==> src/hdl/gclp_pkg.sv <==
package gclp_pkg;

    // sizes
    localparam int TEXT_DEPTH    = 128;
    localparam int NUMBER_CHARS  = 24;
    localparam int FRACTION_BITS = 16;
    localparam int VAL_W         = 40;
    localparam int TA_W          = $clog2(TEXT_DEPTH);
    localparam int TL_W          = $clog2(TEXT_DEPTH + 1);
    localparam int NI_W          = $clog2(NUMBER_CHARS);
    localparam int NC_W          = $clog2(NUMBER_CHARS + 1);
    localparam int BC_W          = $clog2(FRACTION_BITS + 1);
    localparam int MAG_W         = VAL_W + FRACTION_BITS + 1;
    localparam int CB_W          = 45;

    // command codes
    localparam logic [1:0] CMD_CLEAR = 2'd0;
    localparam logic [1:0] CMD_CHAR  = 2'd1;
    localparam logic [1:0] CMD_QUERY = 2'd2;

    // characters
    localparam logic [7:0] CH_NUL   = 8'h00;
    localparam logic [7:0] CH_TAB   = 8'h09;
    localparam logic [7:0] CH_NL    = 8'h0A;
    localparam logic [7:0] CH_VT    = 8'h0B;
    localparam logic [7:0] CH_FF    = 8'h0C;
    localparam logic [7:0] CH_CR    = 8'h0D;
    localparam logic [7:0] CH_SP    = 8'h20;
    localparam logic [7:0] CH_LPAR  = 8'h28;
    localparam logic [7:0] CH_RPAR  = 8'h29;
    localparam logic [7:0] CH_STAR  = 8'h2A;
    localparam logic [7:0] CH_PLUS  = 8'h2B;
    localparam logic [7:0] CH_MINUS = 8'h2D;
    localparam logic [7:0] CH_DOT   = 8'h2E;
    localparam logic [7:0] CH_0     = 8'h30;
    localparam logic [7:0] CH_9     = 8'h39;
    localparam logic [7:0] CH_SEMI  = 8'h3B;
    localparam logic [7:0] CH_F     = 8'h46;
    localparam logic [7:0] CH_G     = 8'h47;
    localparam logic [7:0] CH_M     = 8'h4D;
    localparam logic [7:0] CH_N     = 8'h4E;
    localparam logic [7:0] CH_T     = 8'h54;

    localparam logic [19:0] CODE_MAX = 20'd999999;

    typedef struct packed {
        logic [1:0]              cmd;
        logic [7:0]              ch;
        logic signed [VAL_W-1:0] default_value;
    } gclp_in_t;

    typedef struct packed {
        logic                    found;
        logic signed [VAL_W-1:0] value;
        logic                    truth;
        logic signed [31:0]      line_number;
        logic [7:0]              group_letter;
        logic [19:0]             command_code;
        logic [15:0]             check_value;
    } gclp_out_t;

    // saturating decimal accumulate
    function automatic logic [31:0] acc_digit(logic [31:0] a, logic [3:0] d);
        logic [31:0] r;
        if (a > 32'd429496728)
            r = '1;
        else
            r = a * 32'd10 + {28'd0, d};
        return r;
    endfunction

    function automatic logic is_digit(logic [7:0] c);
        return (c >= CH_0) && (c <= CH_9);
    endfunction

endpackage

==> src/hdl/gclp_ram.sv <==
module gclp_ram #(
    parameter int WIDTH = 8,
    parameter int DEPTH = 128
) (
    input  logic                     clk,
    input  logic                     we,
    input  logic [$clog2(DEPTH)-1:0] addr,
    input  logic [WIDTH-1:0]         wdata,
    output logic [WIDTH-1:0]         rdata
);

    logic [WIDTH-1:0] mem [DEPTH];

    // single port, registered read
    always_ff @(posedge clk)
    begin
        if (we)
            mem[addr] <= wdata;
        rdata <= mem[addr];
    end

endmodule

==> src/hdl/gcode_line_parser_top.sv <==
// G-code line parser. Raise start with cmd 0 to clear for a new line (busy
// stays low), cmd 1 to feed one line character, cmd 2 to query a parameter
// letter. A character keeps busy high while the parse step runs; the step is
// repeated when a byte closes a number and is then handled again. A query
// answers with a one-cycle done pulse; the receiver cannot stall, so result must
// be captured on that cycle. Query time is set by the single-port text memory
// and the decimal doubler: each stored byte up to the letter is read and then
// checked, each number character likewise, then the fraction digits are doubled
// once per binary fraction bit, and the result is built; an absent letter
// costs a read and a check of every stored byte.
module gcode_line_parser_top (
    input  logic                clk,
    input  logic                rst_n,
    input  logic                start,
    input  gclp_pkg::gclp_in_t  item,
    output logic                busy,
    output logic                done,
    output gclp_pkg::gclp_out_t result
);

    typedef enum logic [8:0] {
        ST_IDLE    = 9'b000000001,
        ST_FEED    = 9'b000000010,
        ST_FIND_RD = 9'b000000100,
        ST_FIND_EV = 9'b000001000,
        ST_NUM_RD  = 9'b000010000,
        ST_NUM_EV  = 9'b000100000,
        ST_DBL     = 9'b001000000,
        ST_FIN     = 9'b010000000,
        ST_OUT     = 9'b100000000
    } state_t;

    typedef enum logic [9:0] {
        MD_LOOK        = 10'b0000000001,
        MD_NUM         = 10'b0000000010,
        MD_CODE_INT    = 10'b0000000100,
        MD_CODE_FRAC   = 10'b0000001000,
        MD_PARAM_START = 10'b0000010000,
        MD_PARAM       = 10'b0000100000,
        MD_CHECK       = 10'b0001000000,
        MD_CHECK_DONE  = 10'b0010000000,
        MD_COMMENT     = 10'b0100000000,
        MD_DONE        = 10'b1000000000
    } mode_t;

    localparam logic [gclp_pkg::TL_W-1:0] LEN_MAX = gclp_pkg::TL_W'(gclp_pkg::TEXT_DEPTH);
    localparam logic [gclp_pkg::NC_W-1:0] CNT_MAX =
        gclp_pkg::NC_W'(gclp_pkg::NUMBER_CHARS);
    localparam logic [gclp_pkg::BC_W-1:0] BIT_LAST =
        gclp_pkg::BC_W'(gclp_pkg::FRACTION_BITS);
    localparam logic [gclp_pkg::MAG_W-1:0] LIM = gclp_pkg::MAG_W'(1) << (gclp_pkg::VAL_W - 1);

    state_t state_reg, state_next;
    mode_t  mode_reg, mode_next, resume_reg, resume_next;

    logic [7:0]  ch_reg, ch_next;
    logic [31:0] acc_reg, acc_next;
    logic        neg_reg, neg_next, sign_reg, sign_next, dig_reg, dig_next;
    logic signed [gclp_pkg::CB_W-1:0] cb_reg, cb_next;
    logic signed [31:0] line_reg, line_next;
    logic [7:0]  group_reg, group_next;
    logic [19:0] code_reg, code_next;
    logic [15:0] check_reg, check_next;
    logic [gclp_pkg::TL_W-1:0] len_reg, len_next;

    // query registers
    logic [7:0] letter_reg, letter_next;
    logic signed [gclp_pkg::VAL_W-1:0] dflt_reg, dflt_next;
    logic [gclp_pkg::TL_W-1:0] ptr_reg, ptr_next;
    logic [gclp_pkg::NC_W-1:0] cnt_reg, cnt_next, nf_reg, nf_next, jd_reg, jd_next;
    logic [gclp_pkg::BC_W-1:0] bcnt_reg, bcnt_next;
    logic [gclp_pkg::FRACTION_BITS:0] bits_reg, bits_next;
    logic carry_reg, carry_next;
    logic [gclp_pkg::VAL_W-1:0] ip_reg, ip_next;
    logic hit_reg, hit_next, qneg_reg, qneg_next, frac_reg, frac_next;
    logic ended_reg, ended_next, nz_reg, nz_next, first_reg, first_next;
    gclp_pkg::gclp_out_t result_reg, result_next;

    // fraction digits
    logic [3:0] fd_reg [gclp_pkg::NUMBER_CHARS];
    logic       fd_we;
    logic [gclp_pkg::NI_W-1:0] fd_idx;
    logic [3:0] fd_wd;

    // text memory port
    logic       put_en;
    logic [7:0] put_ch;
    logic       ram_we;
    logic [gclp_pkg::TA_W-1:0] ram_addr;
    logic [7:0] rd_data;

    // finish of the pending number
    logic signed [32:0] sacc;
    logic signed [gclp_pkg::CB_W-1:0] frac_sum;
    mode_t       fin_mode;
    logic signed [31:0] fin_line;
    logic [19:0] fin_code;
    logic [15:0] fin_check;
    logic        fin_put;
    logic [7:0]  fin_ch;

    // query helpers
    logic [gclp_pkg::VAL_W+3:0] ip10;
    logic [4:0] dbl_t;
    logic [gclp_pkg::FRACTION_BITS+1:0] rnd;
    logic [gclp_pkg::MAG_W-1:0] mag, mag_sat;
    logic blank, again;

    gclp_ram #(
        .WIDTH(8),
        .DEPTH(gclp_pkg::TEXT_DEPTH)
    ) u_text (
        .clk  (clk),
        .we   (ram_we),
        .addr (ram_addr),
        .wdata(put_ch),
        .rdata(rd_data)
    );

    assign ram_we   = put_en && (len_reg < LEN_MAX);
    assign ram_addr = put_en ? len_reg[gclp_pkg::TA_W-1:0] : ptr_reg[gclp_pkg::TA_W-1:0];

    assign busy   = (state_reg != ST_IDLE);
    assign done   = (state_reg == ST_OUT);
    assign result = result_reg;

    // signed view of the accumulator
    assign sacc = neg_reg ? -$signed({1'b0, acc_reg}) : $signed({1'b0, acc_reg});
    assign frac_sum = cb_reg + $signed({{(gclp_pkg::CB_W-32){1'b0}}, acc_reg});

    // close the number being read
    always_comb
    begin
        fin_mode  = mode_reg;
        fin_line  = line_reg;
        fin_code  = code_reg;
        fin_check = check_reg;
        fin_put   = 1'b0;
        fin_ch    = neg_reg ? gclp_pkg::CH_MINUS : gclp_pkg::CH_PLUS;
        unique case (mode_reg)
            MD_NUM:
            begin
                if (sacc[32] != sacc[31])
                    fin_line = sacc[32] ? 32'sh8000_0000 : 32'sh7FFF_FFFF;
                else
                    fin_line = sacc[31:0];
                fin_mode = MD_LOOK;
            end
            MD_CODE_INT:
            begin
                if (sacc[32])
                    fin_code = '0;
                else if (sacc[31:0] > {12'd0, gclp_pkg::CODE_MAX})
                    fin_code = gclp_pkg::CODE_MAX;
                else
                    fin_code = sacc[19:0];
                if (sign_reg && !dig_reg)
                begin
                    fin_code = '0;
                    fin_put  = 1'b1;
                    fin_mode = MD_PARAM;
                end
                else
                    fin_mode = MD_PARAM_START;
            end
            MD_CODE_FRAC:
            begin
                if (frac_sum[gclp_pkg::CB_W-1])
                    fin_code = '0;
                else if (frac_sum > $signed({{(gclp_pkg::CB_W-20){1'b0}}, gclp_pkg::CODE_MAX}))
                    fin_code = gclp_pkg::CODE_MAX;
                else
                    fin_code = frac_sum[19:0];
                fin_mode = MD_PARAM_START;
            end
            MD_CHECK:
            begin
                if (sacc[32])
                    fin_check = '0;
                else if (sacc[31:16] != 16'd0)
                    fin_check = '1;
                else
                    fin_check = sacc[15:0];
                fin_mode = MD_CHECK_DONE;
            end
            default:
            begin
                fin_mode = mode_reg;
            end
        endcase
    end

    assign blank = (ch_reg == gclp_pkg::CH_SP) || (ch_reg == gclp_pkg::CH_TAB)
                || (ch_reg == gclp_pkg::CH_CR) || (ch_reg == gclp_pkg::CH_VT)
                || (ch_reg == gclp_pkg::CH_FF);

    assign ip10  = {4'd0, ip_reg} * 44'd10 + {40'd0, rd_data[3:0]};
    assign dbl_t = {fd_reg[fd_idx], 1'b0} + {4'd0, carry_reg};
    assign rnd   = ({1'b0, bits_reg} + 1'b1) >> 1;
    assign mag   = {1'b0, ip_reg, {gclp_pkg::FRACTION_BITS{1'b0}}}
                 + {{(gclp_pkg::MAG_W-gclp_pkg::FRACTION_BITS-2){1'b0}}, rnd};

    always_comb
    begin
        if (qneg_reg)
            mag_sat = (mag > LIM) ? LIM : mag;
        else
            mag_sat = (mag > LIM - 1'b1) ? LIM - 1'b1 : mag;
    end

    // sequencer
    always_comb
    begin
        state_next  = state_reg;
        mode_next   = mode_reg;
        resume_next = resume_reg;
        ch_next     = ch_reg;
        acc_next    = acc_reg;
        neg_next    = neg_reg;
        sign_next   = sign_reg;
        dig_next    = dig_reg;
        cb_next     = cb_reg;
        line_next   = line_reg;
        group_next  = group_reg;
        code_next   = code_reg;
        check_next  = check_reg;
        len_next    = len_reg;
        letter_next = letter_reg;
        dflt_next   = dflt_reg;
        ptr_next    = ptr_reg;
        cnt_next    = cnt_reg;
        nf_next     = nf_reg;
        jd_next     = jd_reg;
        bcnt_next   = bcnt_reg;
        bits_next   = bits_reg;
        carry_next  = carry_reg;
        ip_next     = ip_reg;
        hit_next    = hit_reg;
        qneg_next   = qneg_reg;
        frac_next   = frac_reg;
        ended_next  = ended_reg;
        nz_next     = nz_reg;
        first_next  = first_reg;
        result_next = result_reg;
        put_en      = 1'b0;
        put_ch      = ch_reg;
        fd_we       = 1'b0;
        fd_idx      = gclp_pkg::NI_W'(jd_reg - 1'b1);
        fd_wd       = dbl_t[3:0];
        again       = 1'b0;

        unique case (state_reg)
            ST_IDLE:
            begin
                if (start)
                begin
                    unique case (item.cmd)
                        gclp_pkg::CMD_CLEAR:
                        begin
                            mode_next   = MD_LOOK;
                            resume_next = MD_LOOK;
                            acc_next    = '0;
                            neg_next    = 1'b0;
                            sign_next   = 1'b0;
                            dig_next    = 1'b0;
                            cb_next     = '0;
                            line_next   = '0;
                            group_next  = '0;
                            code_next   = '0;
                            check_next  = '0;
                            len_next    = '0;
                        end
                        gclp_pkg::CMD_CHAR:
                        begin
                            ch_next    = item.ch;
                            state_next = ST_FEED;
                        end
                        gclp_pkg::CMD_QUERY:
                        begin
                            letter_next = item.ch;
                            dflt_next   = item.default_value;
                            ptr_next    = '0;
                            cnt_next    = '0;
                            nf_next     = '0;
                            bcnt_next   = '0;
                            bits_next   = '0;
                            carry_next  = 1'b0;
                            ip_next     = '0;
                            hit_next    = 1'b0;
                            qneg_next   = 1'b0;
                            frac_next   = 1'b0;
                            ended_next  = 1'b0;
                            nz_next     = 1'b0;
                            first_next  = 1'b0;
                            state_next  = (item.ch == gclp_pkg::CH_NUL) ? ST_FIN : ST_FIND_RD;
                        end
                        default:
                        begin
                            state_next = ST_IDLE;
                        end
                    endcase
                end
            end

            // one parse step per cycle, repeated when the byte is handled again
            ST_FEED:
            begin
                if (mode_reg == MD_DONE)
                    again = 1'b0;
                else if (mode_reg == MD_COMMENT)
                begin
                    if (ch_reg == gclp_pkg::CH_NUL)
                        mode_next = MD_DONE;
                    else if (ch_reg == gclp_pkg::CH_RPAR)
                        mode_next = resume_reg;
                end
                else if ((ch_reg == gclp_pkg::CH_SEMI) || (ch_reg == gclp_pkg::CH_NL)
                      || (ch_reg == gclp_pkg::CH_NUL))
                begin
                    line_next  = fin_line;
                    code_next  = fin_code;
                    check_next = fin_check;
                    put_en     = fin_put;
                    put_ch     = fin_ch;
                    mode_next  = MD_DONE;
                end
                else
                begin
                    unique case (mode_reg)
                        MD_LOOK:
                        begin
                            if (ch_reg == gclp_pkg::CH_N)
                            begin
                                acc_next  = '0;
                                neg_next  = 1'b0;
                                sign_next = 1'b0;
                                dig_next  = 1'b0;
                                mode_next = MD_NUM;
                            end
                            else if (ch_reg == gclp_pkg::CH_LPAR)
                            begin
                                resume_next = MD_LOOK;
                                mode_next   = MD_COMMENT;
                            end
                            else if ((ch_reg == gclp_pkg::CH_G) || (ch_reg == gclp_pkg::CH_M)
                                  || (ch_reg == gclp_pkg::CH_T) || (ch_reg == gclp_pkg::CH_F))
                            begin
                                group_next = ch_reg;
                                acc_next   = '0;
                                neg_next   = 1'b0;
                                sign_next  = 1'b0;
                                dig_next   = 1'b0;
                                mode_next  = MD_CODE_INT;
                            end
                        end
                        MD_NUM, MD_CODE_INT, MD_CHECK:
                        begin
                            if (!sign_reg && !dig_reg && blank)
                                again = 1'b0;
                            else if (!sign_reg && !dig_reg
                                  && ((ch_reg == gclp_pkg::CH_PLUS)
                                   || (ch_reg == gclp_pkg::CH_MINUS)))
                            begin
                                sign_next = 1'b1;
                                neg_next  = (ch_reg == gclp_pkg::CH_MINUS);
                            end
                            else if (gclp_pkg::is_digit(ch_reg))
                            begin
                                acc_next = gclp_pkg::acc_digit(acc_reg, ch_reg[3:0]);
                                dig_next = 1'b1;
                            end
                            else if ((mode_reg == MD_CODE_INT) && (ch_reg == gclp_pkg::CH_DOT)
                                  && !(sign_reg && !dig_reg))
                            begin
                                cb_next   = gclp_pkg::CB_W'(sacc) * gclp_pkg::CB_W'(1000);
                                acc_next  = '0;
                                neg_next  = 1'b0;
                                sign_next = 1'b0;
                                dig_next  = 1'b0;
                                mode_next = MD_CODE_FRAC;
                            end
                            else
                            begin
                                line_next  = fin_line;
                                code_next  = fin_code;
                                check_next = fin_check;
                                put_en     = fin_put;
                                put_ch     = fin_ch;
                                mode_next  = fin_mode;
                                again      = 1'b1;
                            end
                        end
                        MD_CODE_FRAC:
                        begin
                            if (gclp_pkg::is_digit(ch_reg))
                                acc_next = gclp_pkg::acc_digit(acc_reg, ch_reg[3:0]);
                            else
                            begin
                                code_next = fin_code;
                                mode_next = fin_mode;
                                again     = 1'b1;
                            end
                        end
                        MD_PARAM_START:
                        begin
                            if ((ch_reg != gclp_pkg::CH_SP) && (ch_reg != gclp_pkg::CH_TAB))
                            begin
                                mode_next = MD_PARAM;
                                again     = 1'b1;
                            end
                        end
                        MD_PARAM:
                        begin
                            if (ch_reg == gclp_pkg::CH_LPAR)
                            begin
                                resume_next = MD_PARAM_START;
                                mode_next   = MD_COMMENT;
                            end
                            else if (ch_reg == gclp_pkg::CH_STAR)
                            begin
                                acc_next  = '0;
                                neg_next  = 1'b0;
                                sign_next = 1'b0;
                                dig_next  = 1'b0;
                                mode_next = MD_CHECK;
                            end
                            else
                                put_en = 1'b1;
                        end
                        MD_CHECK_DONE:
                        begin
                            if (ch_reg == gclp_pkg::CH_LPAR)
                            begin
                                resume_next = MD_CHECK_DONE;
                                mode_next   = MD_COMMENT;
                            end
                        end
                        default:
                        begin
                            mode_next = MD_DONE;
                        end
                    endcase
                end
                if (put_en && (len_reg < LEN_MAX))
                    len_next = len_reg + 1'b1;
                state_next = again ? ST_FEED : ST_IDLE;
            end

            // search the text for the letter
            ST_FIND_RD:
            begin
                state_next = (ptr_reg < len_reg) ? ST_FIND_EV : ST_FIN;
            end
            ST_FIND_EV:
            begin
                ptr_next = ptr_reg + 1'b1;
                if (rd_data == letter_reg)
                begin
                    hit_next   = 1'b1;
                    first_next = 1'b1;
                    state_next = ST_NUM_RD;
                end
                else
                    state_next = ST_FIND_RD;
            end

            // collect the number after the letter
            ST_NUM_RD:
            begin
                jd_next = nf_reg;
                if ((ptr_reg < len_reg) && (first_reg || (cnt_reg < CNT_MAX)))
                    state_next = ST_NUM_EV;
                else
                    state_next = (cnt_reg == '0) ? ST_FIN : ST_DBL;
            end
            ST_NUM_EV:
            begin
                first_next = 1'b0;
                jd_next    = nf_reg;
                state_next = ST_NUM_RD;
                if (first_reg && ((rd_data == gclp_pkg::CH_PLUS)
                               || (rd_data == gclp_pkg::CH_MINUS)))
                begin
                    qneg_next = (rd_data == gclp_pkg::CH_MINUS);
                    cnt_next  = cnt_reg + 1'b1;
                    ptr_next  = ptr_reg + 1'b1;
                end
                else if (first_reg || (cnt_reg < CNT_MAX))
                begin
                    if (rd_data == gclp_pkg::CH_DOT)
                    begin
                        ended_next = ended_reg | frac_reg;
                        frac_next  = 1'b1;
                        cnt_next   = cnt_reg + 1'b1;
                        ptr_next   = ptr_reg + 1'b1;
                    end
                    else if (gclp_pkg::is_digit(rd_data))
                    begin
                        if (!ended_reg)
                        begin
                            if (rd_data != gclp_pkg::CH_0)
                                nz_next = 1'b1;
                            if (frac_reg)
                            begin
                                fd_we   = 1'b1;
                                fd_idx  = gclp_pkg::NI_W'(nf_reg);
                                fd_wd   = rd_data[3:0];
                                nf_next = nf_reg + 1'b1;
                            end
                            else if (ip10 > {4'd0, LIM[gclp_pkg::VAL_W-1:0]})
                                ip_next = LIM[gclp_pkg::VAL_W-1:0];
                            else
                                ip_next = ip10[gclp_pkg::VAL_W-1:0];
                        end
                        cnt_next = cnt_reg + 1'b1;
                        ptr_next = ptr_reg + 1'b1;
                    end
                    else
                        state_next = (cnt_reg == '0) ? ST_FIN : ST_DBL;
                end
                else
                    state_next = (cnt_reg == '0) ? ST_FIN : ST_DBL;
            end

            // decimal fraction doubled one digit per cycle
            ST_DBL:
            begin
                if (jd_reg != '0)
                begin
                    fd_we      = 1'b1;
                    fd_wd      = (dbl_t >= 5'd10) ? 4'(dbl_t - 5'd10) : dbl_t[3:0];
                    carry_next = (dbl_t >= 5'd10);
                    jd_next    = jd_reg - 1'b1;
                end
                else
                begin
                    bits_next  = {bits_reg[gclp_pkg::FRACTION_BITS-1:0], carry_reg};
                    carry_next = 1'b0;
                    jd_next    = nf_reg;
                    if (bcnt_reg == BIT_LAST)
                        state_next = ST_FIN;
                    else
                        bcnt_next = bcnt_reg + 1'b1;
                end
            end

            // build the result beat
            ST_FIN:
            begin
                result_next.found        = hit_reg;
                result_next.line_number  = line_reg;
                result_next.group_letter = group_reg;
                result_next.command_code = code_reg;
                result_next.check_value  = check_reg;
                result_next.value        = dflt_reg;
                result_next.truth        = 1'b0;
                if (hit_reg)
                begin
                    if (cnt_reg == '0)
                        result_next.truth = 1'b1;
                    else
                    begin
                        result_next.truth = nz_reg;
                        if (qneg_reg)
                            result_next.value = -$signed(mag_sat[gclp_pkg::VAL_W-1:0]);
                        else
                            result_next.value = $signed(mag_sat[gclp_pkg::VAL_W-1:0]);
                    end
                end
                state_next = ST_OUT;
            end

            ST_OUT:
            begin
                state_next = ST_IDLE;
            end

            default:
            begin
                state_next = ST_IDLE;
            end
        endcase
    end

    always_ff @(posedge clk)
    begin
        if (fd_we)
            fd_reg[fd_idx] <= fd_wd;
    end

    always_ff @(posedge clk or negedge rst_n)
    begin
        if (!rst_n)
        begin
            state_reg  <= ST_IDLE;
            mode_reg   <= MD_LOOK;
            resume_reg <= MD_LOOK;
            ch_reg     <= '0;
            acc_reg    <= '0;
            neg_reg    <= 1'b0;
            sign_reg   <= 1'b0;
            dig_reg    <= 1'b0;
            cb_reg     <= '0;
            line_reg   <= '0;
            group_reg  <= '0;
            code_reg   <= '0;
            check_reg  <= '0;
            len_reg    <= '0;
            letter_reg <= '0;
            dflt_reg   <= '0;
            ptr_reg    <= '0;
            cnt_reg    <= '0;
            nf_reg     <= '0;
            jd_reg     <= '0;
            bcnt_reg   <= '0;
            bits_reg   <= '0;
            carry_reg  <= 1'b0;
            ip_reg     <= '0;
            hit_reg    <= 1'b0;
            qneg_reg   <= 1'b0;
            frac_reg   <= 1'b0;
            ended_reg  <= 1'b0;
            nz_reg     <= 1'b0;
            first_reg  <= 1'b0;
            result_reg <= '0;
        end
        else
        begin
            state_reg  <= state_next;
            mode_reg   <= mode_next;
            resume_reg <= resume_next;
            ch_reg     <= ch_next;
            acc_reg    <= acc_next;
            neg_reg    <= neg_next;
            sign_reg   <= sign_next;
            dig_reg    <= dig_next;
            cb_reg     <= cb_next;
            line_reg   <= line_next;
            group_reg  <= group_next;
            code_reg   <= code_next;
            check_reg  <= check_next;
            len_reg    <= len_next;
            letter_reg <= letter_next;
            dflt_reg   <= dflt_next;
            ptr_reg    <= ptr_next;
            cnt_reg    <= cnt_next;
            nf_reg     <= nf_next;
            jd_reg     <= jd_next;
            bcnt_reg   <= bcnt_next;
            bits_reg   <= bits_next;
            carry_reg  <= carry_next;
            ip_reg     <= ip_next;
            hit_reg    <= hit_next;
            qneg_reg   <= qneg_next;
            frac_reg   <= frac_next;
            ended_reg  <= ended_next;
            nz_reg     <= nz_next;
            first_reg  <= first_next;
            result_reg <= result_next;
        end
    end

endmodule

==> config.mk <==
export PLATFORM = sky130hd
export DESIGN_NAME = gcode_line_parser_top
export DESIGN_NICKNAME = d
export VERILOG_FILES = /design/src/hdl/gclp_pkg.sv /design/src/hdl/gclp_ram.sv /design/src/hdl/gcode_line_parser_top.sv
export SDC_FILE = /design/constraint.sdc
export NUM_CORES = 2
export LEC_CHECK = 0
export BUFFER_PORTS_ARGS = -buffer_cell sky130_fd_sc_hd__buf_2
export CAP_MARGIN = 20
export CORE_MARGIN = 5
export CORE_UTILIZATION = 55
export CTS_CLUSTER_DIAMETER = 50
export DETAILED_ROUTE_END_ITERATION = 8
export PLACE_DENSITY = 0.71
export SLEW_MARGIN = 20
export SYNTH_ARGS = -nofsm -noshare
export SYNTH_HDL_FRONTEND = slang
export SYNTH_SLANG_ARGS = --single-unit
==> constraint.sdc <==
create_clock -name clk -period 22.2 [get_ports clk]
set_clock_uncertainty 0.2 [all_clocks]
set_input_delay 0 -clock clk [delete_from_list [all_inputs] [get_ports clk]]
set_output_delay 0 -clock clk [all_outputs]
set_load 0.005 [all_outputs]
# After elaboration in Yosys (flattened, before gate mapping)
# Memory sizes are Yosys's and may differ from the RTL's. A register that Yosys moved wholly into a read port is not among the register bits.
# Cells that the tools add are included.
# Widths: inputs -> output; s select.
[op_classes]
n_eq_ne = 119
n_lt_le_gt_ge = 14
n_mux = 299
bitwise_logic = 1
reduce_logical = 67
mul = 3
addsub = 15
[op_table]
columns = ["operator", "count"]
rows = [
  ["$mux 32", 27],
  ["$mux 40", 14],
  ["$mux 45", 10],
  ["$mux 20", 15],
  ["$mux 10", 26],
  ["$mux 8", 31],
  ["$mux 16", 13],
  ["$pmux 32 s2", 2],
  ["$pmux 32 s4", 1],
  ["$pmux 20 s2", 3],
  ["$mux 5", 23],
  ["$pmux 45 s2", 1],
  ["$eq 8x6->1 const B", 11],
  ["$pmux 40 s2", 1],
  ["$mux 1", 77],
  ["$pmux 9 s8", 1],
  ["$pmux 10 s6", 1],
  ["$ne 2x2->1 const B", 29],
  ["$add 56x17->57", 1],
  ["$gt 57x39->1 const B", 1],
  ["$gt 57x40->1 const B", 1],
  ["$ne 4x4->1 const B", 14],
  ["$mux 17", 3],
  ["$add 45x33->45", 1],
  ["102 further kinds", 211],
]
[totals]
wordCells = 557
ram_bits = 1120
ff_bits = 459
mem_count = 2
input_bits = 53
out_inout_bits = 120
[memory_table]
columns = ["memory", "depth", "width", "read_ports", "rd_ports_with_merged_regs", "wr", "line", "text"]
rows = [
  ["u_text.mem", 128, 8, 1, 1, 1, "gclp_ram.sv:12", "logic [WIDTH-1:0] mem [DEPTH];"],
  ["fd_reg", 24, 4, 1, 0, 1, "gcode_line_parser_top.sv:80", "logic [3:0] fd_reg [gclp_pkg::NUMBER_CHARS];"],
]

# Depth between registers and ports, before layout
[depth]
ltp_word = 17
mapped_depth = 31
ltp_nobuf = 31

# Hierarchy
# From an unflattened synthesis, not the netlist that was laid out.
[hier_totals]
hier_cells = 7360
hier_area_um2 = 82410.3
[by_module_without_submodules]
columns = ["mod", "area_each_um2", "seq_area_each_um2", "cells_each", "n_inst"]
rows = [
  ["gcode_line_parser_top", 41985.3, 14097.3, 4893, 1],
  ["gclp_ram", 40425.0, 30909.6, 2467, 1],
]

# Least setup slack after synthesis
# Ideal clock, no wire load.
[synth_timing]
kind = "register -> register"
from = "register acc_reg[4]"
to = "register cb_reg[42] in the netlist's numbering"
path_buffers = 0
setup_time_ns = 0.133
arrival_time_ns = 6.788
t_required_ns = 21.867
path_slack_ns = 15.078
stages_incl_launch_ff = 29
synth_period_minus_slack_ns = 7.122
path_cell_list = "dfrtp_1 or3_1 or4_1 nor2_1 nand2_1 or2_2 o41ai_1 xnor2_1 fa_1 inv_1 fa_1 inv_1 fa_1 inv_1 fa_1 inv_1 ha_1 a21o_1 a21o_1 a21oi_1 inv_1 a21oi_1 o211a_1 a21oi_1 a31oi_1 o21ai_0 a41oi_1 xor2_1 o21ai_0"
[synth_between]
elab_chain_len = 12
[synth_lines]
columns = ["item", "line", "text"]
rows = [
  ["from (decl)", "gcode_line_parser_top.sv:57", "logic [31:0] acc_reg, acc_next;"],
  ["from (signal assigned)", "gcode_line_parser_top.sv:633", "acc_reg <= acc_next;"],
  ["$neg 32->33", "gcode_line_parser_top.sv:128", "assign sacc = neg_reg ? -$signed({1'b0, acc_reg}) : $signed({1'b0, acc_reg});"],
  ["$mux 33 *", "gcode_line_parser_top.sv:128", ""],
  ["$mul 33x8->41 *", "gcode_line_parser_top.sv:375", "cb_next = gclp_pkg::CB_W'(sacc) * gclp_pkg::CB_W'(1000);"],
  ["$mux 45 *", "gcode_line_parser_top.sv:372", "else if ((mode_reg == MD_CODE_INT) && (ch_reg == gclp_pkg::CH_DOT)"],
  ["$mux 45 *", "gcode_line_parser_top.sv:367", "else if (gclp_pkg::is_digit(ch_reg))"],
  ["$mux 45 *", "gcode_line_parser_top.sv:360", "else if (!sign_reg && !dig_reg"],
  ["$mux 45 *", "gcode_line_parser_top.sv:358", "if (!sign_reg && !dig_reg && blank)"],
  ["$mux 45 *", "gcode_line_parser_top.sv:329", "unique case (mode_reg)"],
  ["$mux 45 *", "gcode_line_parser_top.sv:317", "else if ((ch_reg == gclp_pkg::CH_SEMI) || (ch_reg == gclp_pkg::CH_NL)"],
  ["$mux 45 *", "gcode_line_parser_top.sv:310", "else if (mode_reg == MD_COMMENT)"],
  ["$mux 45 *", "gcode_line_parser_top.sv:308", "if (mode_reg == MD_DONE)"],
  ["$pmux 45 s2 *", "gcode_line_parser_top.sv:252", "unique case (state_reg)"],
  ["to (signal assigned)", "gcode_line_parser_top.sv:637", "cb_reg <= cb_next;"],
  ["to (decl)", "gcode_line_parser_top.sv:59", "logic signed [gclp_pkg::CB_W-1:0] cb_reg, cb_next;"],
]
# Mark *: on every way between the ends. The rest lies on a longest branch, timed or not. The select of a mux whose other input is x is not followed.
# A chain may end at the register's enable or synchronous reset.

# Final worst setup path
[layout_timing]
from = "register bits_reg[2] in the netlist's numbering"
to = "register result_reg, in the netlist result[107]"
[layout_between]
elab_chain_len = 9
word_cells_on_any_way = 11
classes_between = "3 x add/sub; 2 x order compare; 6 x mux"
[layout_lines]
columns = ["item", "line", "text"]
rows = [
  ["from (decl)", "gcode_line_parser_top.sv:72", "logic [gclp_pkg::FRACTION_BITS:0] bits_reg, bits_next;"],
  ["from (signal assigned)", "gcode_line_parser_top.sv:650", "bits_reg <= bits_next;"],
  ["$add 17x1->18 *", "gcode_line_parser_top.sv:199", "assign rnd = ({1'b0, bits_reg} + 1'b1) >> 1;"],
  ["$add 56x17->57 *", "gcode_line_parser_top.sv:201", "+ {{(gclp_pkg::MAG_W-gclp_pkg::FRACTION_BITS-2){1'b0}}, rnd};"],
  ["$gt 57x39->1 or $gt 57x40->1 (tied branches)", "gcode_line_parser_top.sv:208, gcode_line_parser_top.sv:206", ""],
  ["$mux 40 (on tied branches)", "gcode_line_parser_top.sv:208, gcode_line_parser_top.sv:206", ""],
  ["$mux 40 *", "gcode_line_parser_top.sv:205", "if (qneg_reg)"],
  ["$neg 40->40", "gcode_line_parser_top.sv:565", "result_next.value = -$signed(mag_sat[gclp_pkg::VAL_W-1:0]);"],
  ["$mux 40 *", "gcode_line_parser_top.sv:564", "if (qneg_reg)"],
  ["$mux 40 *", "gcode_line_parser_top.sv:559", "if (cnt_reg == '0)"],
  ["$mux 41 *", "gcode_line_parser_top.sv:557", "if (hit_reg)"],
  ["to (signal assigned)", "gcode_line_parser_top.sv:659", "result_reg <= result_next;"],
  ["to (decl)", "gcode_line_parser_top.sv:77", "gclp_pkg::gclp_out_t result_reg, result_next;"],
]
# Mark *: on every way between the ends. The rest lies on a longest branch, timed or not.

==> impl_results.rst <==
.. list-table::
   :header-rows: 1

   * - Metric
     - Value
   * - Via/cell ratio
     - between 6 and 7
   * - Max Fanout on Critical Path
     - 14
   * - Nature of the critical path startpoint
     - flip-flop
   * - Horizontal die dimension
     - 394.5 um
   * - Count of maximum capacitance violations
     - 0
   * - F_max
     - about 120 MHz
   * - Total of hold buffers inserted after clock tree synthesis
     - 146
   * - Proportion of synthesized flip-flops having asynchronous set or reset
     - 28.43%
   * - Number of cell instances on the worst register-to-register path
     - 28
   * - Worst min-delay path startpoint
     - start
   * - Clk root buf
     - sky130_fd_sc_hd__clkbuf_16
   * - RSZ-0062 raised after global routing
     - false
   * - Distinct cell type count after synthesis
     - around 120
   * - 1st-pass router iterations
     - 6
   * - Required time of the worst setup path
     - about 23000 ps
   * - Number of setup violations in the final report
     - 0
   * - Setup Fix Bufs, Post-CTS
     - 0
   * - Number of flip-flops under the largest register name
     - 1024
   * - Number of nets produced by synthesis
     - 7741
   * - Commonest non-fill, non-tap cell in the layout
     - sky130_fd_sc_hd__edfxtp_1
   * - Gate power share
     - between 15 and 20%
   * - Level count of the clock H-tree
     - 4
   * - Netlist area before placement
     - between 80000 and 90000 um2
   * - Number of gates given a new drive strength after cts
     - 0
   * - Switching power as a share of total power
     - between 20 and 30%
   * - Count of boundary I/O pins
     - 173
   * - Power per cell area
     - 85.78 nW/um2
   * - Final Hold Viols
     - 0
   * - Tot GR Track Use
     - 30.54%
   * - Final worst-path cycle share
     - 38.11%
   * - Worst-case hold slack
     - between 80 and 90 ps
   * - Data arrival at the endpoint of the critical path
     - between 8000 and 9000 ps
   * - Die Span Y
     - ~390 um
   * - Slack of the worst reg-to-reg path
     - 13740 ps
   * - Core footprint
     - 147300 um2
   * - Vias in the first global route
     - 59650
   * - Largest net degree at the start of global routing
     - 139
   * - Top library cells by usage in the layout, fill and taps aside
     - 1120 x sky130_fd_sc_hd__edfxtp_1, 1091 x sky130_fd_sc_hd__nand2_1, 513 x sky130_fd_sc_hd__nor2_1
   * - CTS sink count
     - about 1600
   * - Ys flop type
     - sky130_fd_sc_hd__edfxtp_1
   * - Placed Area
     - 83940 um2
   * - Total Neg Setup Slack
     - 0 ps
   * - End point of the worst hold path
     - state_reg[0]
   * - Wire length of the first global-routing pass
     - around 370 mm
   * - Worst-case vdd ir drop
     - just under 0.09 mV
   * - Number of buffers inserted during clock tree synthesis
     - between 150 and 200
   * - Worst min path class
     - input port to flip-flop
   * - Post-DRT Antenna Nets
     - 0
   * - Routed wire per std cell
     - 25.55 um
   * - Fraction of layout instances using a drive strength above 1
     - 9.635%
   * - Leakage component of the power
     - 36.24 nW
   * - Last weighted congestion value of the routability-driven placer
     - ~0.94
   * - Switching power summed over all nets
     - ~2.3 mW
   * - Core Rows
     - between 100 and 150
   * - Number of enable flip-flop cells after synthesis
     - 1120
   * - Leading area contributor after synthesis
     - sky130_fd_sc_hd__edfxtp_1
   * - Most common cell type on the critical path
     - sky130_fd_sc_hd__nor2_1
   * - CP max stage delay
     - 750 ps
   * - Leftover overflow at the end of global routing
     - 0
   * - Detailed-route wire length
     - 243.7 mm
   * - Transition time at the pin with the least slew margin
     - 1138 ps
   * - Critical path capture point type
     - flip-flop
   * - Cell depth of the worst setup path
     - 28
   * - Number of cells on the worst hold path
     - 5
   * - Number of buffer and inverter stages on the critical path
     - 2
   * - Fill cell instance count of the final layout
     - 11500
   * - Detailed placer's ending HPWL
     - around 160 mm
   * - Worst relative slew slack
     - a little under a quarter
   * - Part of the Yosys area used for sequential elements
     - a little under three fifths
   * - Cell count after synthesis
     - between 7000 and 8000
   * - Final layout net count
     - 7953
   * - Worst reg2reg path startpoint
     - bits_reg[2]
   * - Die ar.
     - 155600 um2
   * - Crit path time final
     - approximately 8500 ps
   * - Register bit total from synthesis
     - 1576
   * - Max Buffers Root-to-Sink
     - 3
   * - Synth warn
     - 0
   * - Clk pwr share
     - approximately 37%
   * - Clock transition at path regs
     - 60 ps
   * - Cell Int Power
     - 5.508 mW
   * - Layout Area Growth over Synthesis
     - 12.33%
   * - WS Path Type
     - flip-flop to flip-flop
   * - Mean post-synth cell area
     - 11.23 um2
   * - Clk Latency, worst-skew pair
     - 820 ps
   * - Final cell area excluding filler cells
     - a little over 90000 um2
   * - Total of buffers placed on input and output ports
     - 172
   * - Number of remaining DRC errors
     - 0
   * - Starting utilization of the core area
     - 55.18%
   * - Number of DRC markers in iteration 0
     - 7570
   * - Top-area cell type share of the netlist area
     - 41.37%
   * - End of the worst register-to-register path
     - result[107]
   * - Total count of max-transition violations in the final report
     - 0
   * - Family of cells with the greatest summed delay on the critical path
     - simple AND/OR/NAND/NOR gates
   * - Initial antenna violation count
     - 13
   * - TritonCTS clock tree
     - yes
   * - Fraction of power consumed by sequential logic
     - between 40% and 50%
   * - Outcome
     - complete, no violations
   * - CP max-delay cell
     - sky130_fd_sc_hd__nor2_1
   * - Count of vias placed by the detailed router
     - 61720
   * - Cell types occupying the most area after synthesis
     - sky130_fd_sc_hd__edfxtp_1 41%, sky130_fd_sc_hd__dfrtp_1 14%, sky130_fd_sc_hd__nand2_1 5.0%
-- worst max-delay path by stage --
stage                     start          end
floorplan            acc_reg[4]   cb_reg[42]
global placement    bits_reg[2]  result[107]
detailed placement  bits_reg[2]  result[107]
CTS                 bits_reg[2]  result[107]
global route        bits_reg[2]  result[107]
finish              bits_reg[2]  result[107]
-- cell usage after synthesis, types with 77 or more instances --
master / number
sky130_fd_sc_hd__edfxtp_1: 1120
sky130_fd_sc_hd__nand2_1: 1093
sky130_fd_sc_hd__nor2_1: 513
sky130_fd_sc_hd__dfrtp_1: 445
sky130_fd_sc_hd__o21ai_0: 339
sky130_fd_sc_hd__a21oi_1: 329
sky130_fd_sc_hd__ha_1: 320
sky130_fd_sc_hd__clkbuf_1: 257
sky130_fd_sc_hd__a22oi_1: 254
sky130_fd_sc_hd__inv_1: 253
sky130_fd_sc_hd__nand3_1: 171
sky130_fd_sc_hd__xnor2_1: 157
sky130_fd_sc_hd__fa_1: 131
sky130_fd_sc_hd__nor3_1: 129
sky130_fd_sc_hd__xor2_1: 107
sky130_fd_sc_hd__nand4_1: 92
sky130_fd_sc_hd__a21o_1: 89
sky130_fd_sc_hd__a31oi_1: 83
sky130_fd_sc_hd__a221oi_1: 82
sky130_fd_sc_hd__a22o_1: 80
sky130_fd_sc_hd__buf_2: 77
-- worst register-to-register path: cells and delay by family, from the launching register on --
family / cells / cell delay (ps)
AOI/OAI and AO/OA: 8 / 1490
and+or+nand+nor: 15 / 4750
DFF: 1 / 500
adders and majority gates: 3 / 1000
buffers and inverters: 2 / 400
-- layer usage --
layer	track usage (%)	wire [um]	up-vias
met1	42.66	97900	30490
met2	47.65	110900	3251
li1	-	-	27370
met4	11.16	10180	4
met5	0.1232	27	-
met3	6.458	24690	610
-- layout make-up --
cell class / instances / area, um2 / area share, %
multi-input combinational: 5026 / 33940 / 37.17
clock inverter: 105 / 1225 / 1.341
inverter: 255 / 957.2 / 1.048
antenna: 11 / 27.53 / 0.03014
tap: 1930 / 2415 / 2.644
sequential: 1576 / 45010 / 49.29
timing repair buffer: 417 / 3147 / 3.446
clock buffer: 218 / 4599 / 5.037
-- through the flow --
step	setup WS [ps]	instances	power, mW	utilization, %
floorplan	15080	7237	4.395	-
CTS	13900	9526	7.802	61.94
global route	13000	9538	8.069	61.99
global placement	14300	9057	4.880	56.98
detailed placement	13960	9057	4.913	56.98
finish	13740	9538	7.833	61.99
-- cells by family (layout without fill, tap and decap cells) --
group | count (synthesis) | count (layout) | share of synthesized area (%)
and+or+nand+nor | 2449 | 2449 | 13.96
AOI/OAI and AO/OA | 1757 | 1757 | 14.89
adders and majority gates | 452 | 452 | 8.164
buffers and inverters | 635 | 995 | 3.168
muxes | 103 | 103 | 1.601
xor gates and xnor gates | 264 | 264 | 2.844
other | 1 | 12 | 0.004613
DFF | 1576 | 1576 | 55.37
-- power by group through the flow --
stage               sequential (mW)  combinational (mW)  clock [mW]
floorplan                      3.67               0.729           0
global placement               3.68                1.20           0
detailed placement             3.68                1.23           0
CTS                            3.62                1.27        2.91
global route                   3.64                1.39        3.05
finish                         3.63                1.31        2.89
No activity file was read; power rests on OpenSTA's default activity.
